$ cat config.mk
export PLATFORM = sky130hd
export DESIGN_NAME = three_bit_symbol_frame_decoder_top
export DESIGN_NICKNAME = d
export VERILOG_FILES = /design/src/hdl/tbsfd_pkg.sv /design/src/hdl/tbsfd_symbol_decoder.sv /design/src/hdl/tbsfd_frame_check.sv /design/src/hdl/tbsfd_out_buffer.sv /design/src/hdl/three_bit_symbol_frame_decoder_top.sv
export SDC_FILE = /design/constraint.sdc
export NUM_CORES = 1
export LEC_CHECK = 0
export BUFFER_PORTS_ARGS = -buffer_cell sky130_fd_sc_hd__buf_2
export CORE_MARGIN = 2
export CORE_UTILIZATION = 56
export DETAILED_ROUTE_END_ITERATION = 8
export MAX_ROUTING_LAYER = met4
export PLACE_DENSITY = 0.83
export SLEW_MARGIN = 20
export SYNTH_ARGS = -nofsm -noshare
export SYNTH_HDL_FRONTEND = slang
export SYNTH_SLANG_ARGS = --single-unit
$ cat constraint.sdc
create_clock -name i_clk -period 8.7 [get_ports i_clk]
set_input_delay 1.74 -clock i_clk [delete_from_list [all_inputs] [get_ports i_clk]]
set_output_delay 1.74 -clock i_clk [all_outputs]
set_load 0.01 [all_outputs]
$ cat src/hdl/tbsfd_pkg.sv
// Shared constants, types and helpers for the three-bit symbol frame decoder.
package tbsfd_pkg;

    localparam int DECODED_BYTES = 9;
    localparam int TOTAL_BITS    = DECODED_BYTES * 8;
    localparam int NEED_BYTES    = ((TOTAL_BITS - 1) * 3 + 1) / 8 + 1;
    localparam int CNT_W         = $clog2(NEED_BYTES + 1);

    localparam logic [CNT_W-1:0] NEED_CNT = CNT_W'(NEED_BYTES);

    localparam logic [7:0] MARK_A = 8'hAA;
    localparam logic [7:0] MARK_B = 8'hDD;
    localparam logic [7:0] MARK_C = 8'h46;

    typedef enum logic [1:0] {
        ST_VALID    = 2'd0,
        ST_MISMATCH = 2'd1,
        ST_SHORT    = 2'd2
    } t_status;

    typedef enum logic [1:0] {
        SLOT_A = 2'd0,
        SLOT_B = 2'd1,
        SLOT_C = 2'd2
    } t_slot;

    typedef struct packed {
        logic                  done;
        logic                  short_frame;
        logic [TOTAL_BITS-1:0] bits;
    } t_frame;

    typedef struct packed {
        t_status     status;
        logic [15:0] unit_id;
        logic [7:0]  command_code;
    } t_result;

    function automatic logic [7:0] get_byte(input logic [TOTAL_BITS-1:0] bits, input int idx);
        get_byte = bits[TOTAL_BITS - 1 - 8 * idx -: 8];
    endfunction

endpackage

$ cat src/hdl/tbsfd_symbol_decoder.sv
// Symbol middle-bit extraction into the decoded bit register, with byte count.
module tbsfd_symbol_decoder (
    input  logic                i_clk,
    input  logic                i_rst_n,
    input  logic                i_accept,
    input  logic [7:0]          i_rx_byte,
    input  logic                i_last_byte,
    output tbsfd_pkg::t_frame   o_frame
);

    logic [tbsfd_pkg::CNT_W-1:0]      r_count, n_count;
    tbsfd_pkg::t_slot                 r_slot, n_slot;
    logic [tbsfd_pkg::TOTAL_BITS-1:0] r_bits, n_bits;
    logic                             take;

    assign take = i_accept && (r_count < tbsfd_pkg::NEED_CNT);

    always_comb begin
        n_count = r_count;
        n_slot  = r_slot;
        n_bits  = r_bits;
        if (take) begin
            n_count = r_count + 1'b1;
            case (r_slot)
                tbsfd_pkg::SLOT_A: begin
                    n_bits = {r_bits[tbsfd_pkg::TOTAL_BITS-4:0],
                              i_rx_byte[6], i_rx_byte[3], i_rx_byte[0]};
                    n_slot = tbsfd_pkg::SLOT_B;
                end
                tbsfd_pkg::SLOT_B: begin
                    n_bits = {r_bits[tbsfd_pkg::TOTAL_BITS-3:0],
                              i_rx_byte[5], i_rx_byte[2]};
                    n_slot = tbsfd_pkg::SLOT_C;
                end
                tbsfd_pkg::SLOT_C: begin
                    n_bits = {r_bits[tbsfd_pkg::TOTAL_BITS-4:0],
                              i_rx_byte[7], i_rx_byte[4], i_rx_byte[1]};
                    n_slot = tbsfd_pkg::SLOT_A;
                end
                default: begin
                    n_slot = tbsfd_pkg::SLOT_A;
                end
            endcase
        end
    end

    assign o_frame.done        = i_accept && i_last_byte;
    assign o_frame.short_frame = n_count < tbsfd_pkg::NEED_CNT;
    assign o_frame.bits        = n_bits;

    always_ff @(posedge i_clk) begin
        if (!i_rst_n) begin
            r_count <= '0;
            r_slot  <= tbsfd_pkg::SLOT_A;
        end else if (o_frame.done) begin
            r_count <= '0;
            r_slot  <= tbsfd_pkg::SLOT_A;
        end else begin
            r_count <= n_count;
            r_slot  <= n_slot;
        end
    end

    always_ff @(posedge i_clk) begin
        r_bits <= n_bits;
    end

endmodule

$ cat src/hdl/tbsfd_frame_check.sv
// Marker and id copy check on a completed frame, forming the result fields.
module tbsfd_frame_check (
    input  tbsfd_pkg::t_frame  i_frame,
    output tbsfd_pkg::t_result o_result
);

    logic [7:0] b0, b1, b2, b3, b4, b5, b6, b7;
    logic       match;

    assign b0 = tbsfd_pkg::get_byte(i_frame.bits, 0);
    assign b1 = tbsfd_pkg::get_byte(i_frame.bits, 1);
    assign b2 = tbsfd_pkg::get_byte(i_frame.bits, 2);
    assign b3 = tbsfd_pkg::get_byte(i_frame.bits, 3);
    assign b4 = tbsfd_pkg::get_byte(i_frame.bits, 4);
    assign b5 = tbsfd_pkg::get_byte(i_frame.bits, 5);
    assign b6 = tbsfd_pkg::get_byte(i_frame.bits, 6);
    assign b7 = tbsfd_pkg::get_byte(i_frame.bits, 7);

    assign match = (b3 == tbsfd_pkg::MARK_A) && (b4 == tbsfd_pkg::MARK_B) &&
                   (b5 == tbsfd_pkg::MARK_C) && (b0 == b6) && (b1 == b7);

    always_comb begin
        o_result.status       = tbsfd_pkg::ST_VALID;
        o_result.unit_id      = '0;
        o_result.command_code = '0;
        if (i_frame.short_frame) begin
            o_result.status = tbsfd_pkg::ST_SHORT;
        end else if (!match) begin
            o_result.status = tbsfd_pkg::ST_MISMATCH;
        end else begin
            o_result.unit_id      = {b1, b0};
            o_result.command_code = b2;
        end
    end

endmodule

$ cat src/hdl/tbsfd_out_buffer.sv
// Result register with skid stage on the output stream.
module tbsfd_out_buffer (
    input  logic                i_clk,
    input  logic                i_rst_n,
    input  logic                i_push,
    input  tbsfd_pkg::t_result  i_result,
    output logic                o_space,
    output logic                o_valid,
    input  logic                i_ready,
    output tbsfd_pkg::t_result  o_result
);

    logic               r_out_valid, r_skid_valid;
    tbsfd_pkg::t_result r_out, r_skid;
    logic               out_free;

    assign out_free = !r_out_valid || i_ready;
    assign o_space  = !r_skid_valid;
    assign o_valid  = r_out_valid;
    assign o_result = r_out;

    always_ff @(posedge i_clk) begin
        if (!i_rst_n) begin
            r_out_valid  <= 1'b0;
            r_skid_valid <= 1'b0;
        end else if (out_free) begin
            r_out_valid  <= r_skid_valid || i_push;
            r_skid_valid <= 1'b0;
        end else if (i_push) begin
            r_skid_valid <= 1'b1;
        end
    end

    always_ff @(posedge i_clk) begin
        if (out_free) begin
            r_out <= r_skid_valid ? r_skid : i_result;
        end
        if (!out_free && i_push) begin
            r_skid <= i_result;
        end
    end

endmodule

$ cat src/hdl/three_bit_symbol_frame_decoder_top.sv
// Three-bit symbol frame decoder: top level.
// A frame's result is registered at its last byte's transfer (skid stage if one waits).
// Throughput: 1 byte per cycle while the skid stage is empty; the result register
// and skid stage hold results so input transfers continue while one result waits.
// Reset (synchronous, active low) clears the byte count, symbol phase and
// output valid flags.
module three_bit_symbol_frame_decoder_top (
    input  logic        i_clk,
    input  logic        i_rst_n,
    input  logic        i_s_axis_tvalid,
    output logic        o_s_axis_tready,
    input  logic [7:0]  i_s_axis_tdata,   // [7:0] rx_byte
    input  logic        i_s_axis_tlast,   // last_byte
    output logic        o_m_axis_tvalid,
    input  logic        i_m_axis_tready,
    output logic [23:0] o_m_axis_tdata,   // [15:0] unit_id, [23:16] command_code
    output logic [1:0]  o_m_axis_tuser    // [1:0] frame_status
);

    tbsfd_pkg::t_frame  frame;
    tbsfd_pkg::t_result result, out_result;
    logic               space;
    logic               accept;

    assign o_s_axis_tready = space;
    assign accept          = i_s_axis_tvalid && space;

    tbsfd_symbol_decoder u_decoder (
        .i_clk       (i_clk),
        .i_rst_n     (i_rst_n),
        .i_accept    (accept),
        .i_rx_byte   (i_s_axis_tdata),
        .i_last_byte (i_s_axis_tlast),
        .o_frame     (frame)
    );

    tbsfd_frame_check u_check (
        .i_frame  (frame),
        .o_result (result)
    );

    tbsfd_out_buffer u_out (
        .i_clk    (i_clk),
        .i_rst_n  (i_rst_n),
        .i_push   (frame.done),
        .i_result (result),
        .o_space  (space),
        .o_valid  (o_m_axis_tvalid),
        .i_ready  (i_m_axis_tready),
        .o_result (out_result)
    );

    assign o_m_axis_tdata = {out_result.command_code, out_result.unit_id};
    assign o_m_axis_tuser = out_result.status;

endmodule
==> impl_metrics.json <==
{
  "cts_buffers": 17,
  "cpLargestDelayFamily": "simple AND/OR/NAND/NOR gates",
  "crit_path_end_kind": "flop",
  "path_cells": "buf_2 -> nor3b_1 -> a21boi_2 -> a22o_1 -> mux2i_1 -> o32ai_1 -> or4_1 -> or3_1 -> o31ai_1",
  "cp_data_arrival_time_ps": 5300,
  "ios": 41,
  "holdPathStages": 2,
  "drc": 0,
  "hp-class": "flop to flop",
  "syn-cell-area_mm2": 0.00660,
  "clock_latency_ps": 410,
  "dieArea_mm2": 0.0127,
  "slew_violations": 0,
  "die_h_um": 113,
  "r2r_start": "u_decoder.r_slot[0]",
  "min_from": "u_out.r_skid[9]",
  "clk_pin_slew_ps": 70,
  "grtUsageTotal_pct": 26.3,
  "min_to": "u_out.o_result[9]",
  "critPathKind": "input pin to flop",
  "rrSetupSlack_ps": 4350,
  "yosys.area.top_type_share_pct": 27.3,
  "ctsHoldBuffers": 0,
  "post_cts_buffers": 0,
  "grt_max_degree": 93,
  "setup_viol": 0,
  "r2r_cells": 9,
  "diodes": 0,
  "fmax_mhz": 197,
  "ys_ff_latch": 133,
  "drtIter0Drc": 662,
  "synthCells": 687,
  "ys_async_sr_fraction_pct": 0,
  "crit_fanout": 26,
  "core-area_mm2": 0.0115,
  "viasPerCell": 6.37,
  "syn_nets": 701,
  "grt_pass1_wl_um": 26200,
  "ant_nets": 0,
  "place.gp.congestion": 0.900,
  "start_kind": "input pin",
  "hpwl_um": 9860,
  "fin_tns_setup_ps": 0,
  "outcome": "finished, final reports clean",
  "synth-compound-area-share_pct": 26.0,
  "synthFlopType": "dfxtp_1",
  "p_leak_nw": 2.79,
  "synth_edf_count": 60,
  "max_slew_margin_pct": 29.2,
  "grt_pass1_vias": 5264,
  "yosysMostFrequentCell": "dfxtp_1",
  "ys_seq_area_share_pct": 49.5,
  "period_needed_ps": 5090,
  "synthTopCellsByArea": "edfxtp_1 27%, dfxtp_1 22%, a21oi_1 3.8%",
  "final_nets": 719,
  "synth_top_area_cell": "edfxtp_1",
  "synthSimpleGateAreaFrac_pct": 16.8,
  "antenna_found_initial": 0,
  "final_layout_size_suffix_gt1_share_pct": 15.0,
  "clock_path_buffers": 2,
  "cts_resized": 0,
  "overflow": 0,
  "ys_top_cells_by_count": "73 x dfxtp_1, 64 x nor2_1, 62 x nand2_1, 60 x edfxtp_1, 50 x a21oi_1",
  "cts_tree": "done",
  "dp_slack_ps": 3230,
  "syn-mean-instance-area_um2": 9.60,
  "fp-row-count": 39,
  "area_growth_pct": 12.5,
  "avgRoutedWirePerCell_um": 18.3,
  "clock-sinks": 133,
  "synthMuxAreaShare_pct": 0.759,
  "fin_skew_ps": 14.3,
  "post-route-period-util_pct": 58.4,
  "cts_htree_levels": 4,
  "fillers": 868,
  "peakVddDrop_mv": 0.163,
  "worst_pin_slew_ps": 1060,
  "dr.pass1.iters": 5,
  "cp.required_ps": 8920,
  "totalWireLength_um": 15700,
  "cpPeakStageDelay_ps": 750,
  "powerDensity_mw_per_mm2": 253,
  "hold_viol": 0,
  "ff_latch_area_mm2": 0.00327,
  "numPortBuffers": 40,
  "slowest_stage": "or3_1",
  "maxCapViolations": 0,
  "initial_core_util_pct": 57.5,
  "synth_adder_area_share_pct": 0.190,
  "synth_top_family_by_area": "compound AO/OA/AOI/OAI gates",
  "rsz0062_at_grt": "no",
  "dieWidth_um": 113,
  "worst_slack_ps": 3610,
  "multi_input_area_mm2": 0.00300,
  "r2r_end": "u_out.o_result[4]",
  "root_buffer": "clkbuf_16",
  "synth-xor-area-share_pct": 1.46,
  "ys_types": 67,
  "worst-path-buf-inv": 1,
  "vias": 5483,
  "yosysWarnings": 0
}
## sequential cells by signal, indices dropped and copies added (netlist names)
name	count
u_out.o_valid	1
u_decoder.r_bits	72
u_decoder.r_slot	2
u_out.r_skid_valid	1
u_out.r_skid	26
u_decoder.r_count	5
u_out.o_result	26
## how the worst max path moves through the flow
stage                                from                 end  slack (ps)  cells after the start
after floorplan           i_s_axis_tvalid  u_out.o_result[24]        4380                     10
after global placement    i_s_axis_tvalid  u_out.o_result[24]        3410                      9
after detailed placement  i_s_axis_tvalid   u_out.o_result[3]        3230                      9
after CTS                 i_s_axis_tvalid   u_out.o_result[3]        3650                      9
after global routing      i_s_axis_tvalid   u_out.o_result[3]        3400                      9
final                     i_s_axis_tvalid   u_out.o_result[4]        3610                      9
## where the power goes
group	leakage [nW]	internal, mW	switching, mW
combinational	1.23	0.133	0.162
clock	0.287	0.454	0.285
sequential	1.28	0.734	0.110
total	2.79	1.32	0.557
## worst reg2reg max path, stage by stage, from the launching register on
cell      delay [ps]
dfxtp_2          320
buf_4            320
nor3b_1          470
a21boi_2         700
a22o_1           320
mux2i_1          220
o32ai_1          110
or4_1            530
or3_1            750
o31ai_1          410
## per-stage QoR
step / instance area (um^2) / hold slack [ps] / power, mW / utilization [%] / std cells
floorplan: 6600 / 454 / 1.05 / - / 687
global placement: 6820 / 501 / 1.12 / 59.4 / 829
detailed placement: 6820 / 494 / 1.14 / 59.4 / 829
CTS: 7420 / 515 / 1.87 / 64.7 / 861
global route: 7420 / 546 / 1.96 / 64.7 / 861
finish: 7420 / 525 / 1.88 / 64.7 / 861
## placed cells by master, fill, tap and decap left out, drive strengths merged, types with 5 or more instances in the layout
master  netlist  final
nand2b       29     29
buf          25     48
nor2         64     64
a21oi        54     54
inv          29     33
nor2b        15     15
a22o          7      7
o31ai        42     42
o21a          9      9
o211ai        5      5
o22a         13     13
o22ai        32     32
o221ai        8      8
mux2i         5      5
nor3b         6      6
edfxtp       60     60
nand2        63     63
clkinv        0      5
o21ai        33     33
xnor2        10     10
clkbuf       24     18
nand3         5      5
dfxtp        73     73
a22oi         6      6
nand4         5      5
nor3         12     12
## logic make-up (layout without fill, tap and decap cells)
kind of cell / after synthesis / count (layout)
buffers and inverters: 78 / 109
AO/OA/AOI/OAI: 238 / 238
XOR/XNOR: 11 / 11
AND/OR/NAND/NOR: 221 / 221
multiplexers: 5 / 5
flip-flops: 133 / 133
adder cells (fa/ha/maj): 1 / 1
## area by class of cell
| cell class | count | share of cell area, % |
|---|---|---|
| sequential | 133 | 44.0 |
| tap | 143 | 2.41 |
| inverter | 29 | 1.47 |
| timing repair buffer | 48 | 3.51 |
| clock inverter | 14 | 2.34 |
| clock buffer | 18 | 5.78 |
| multi-input combinational | 476 | 40.5 |
## routing by layer
layer / part of all wire [%] / vias to the layer above / track usage (%)
met5: 0 / - / -
met4: 1.5 / 0 / 8.13
met3: 5.3 / 24 / 5.45
met2: 49 / 199 / 41.7
met1: 45 / 2677 / 34.2
li1: - / 2583 / -
(Power assumes the default switching activity.)
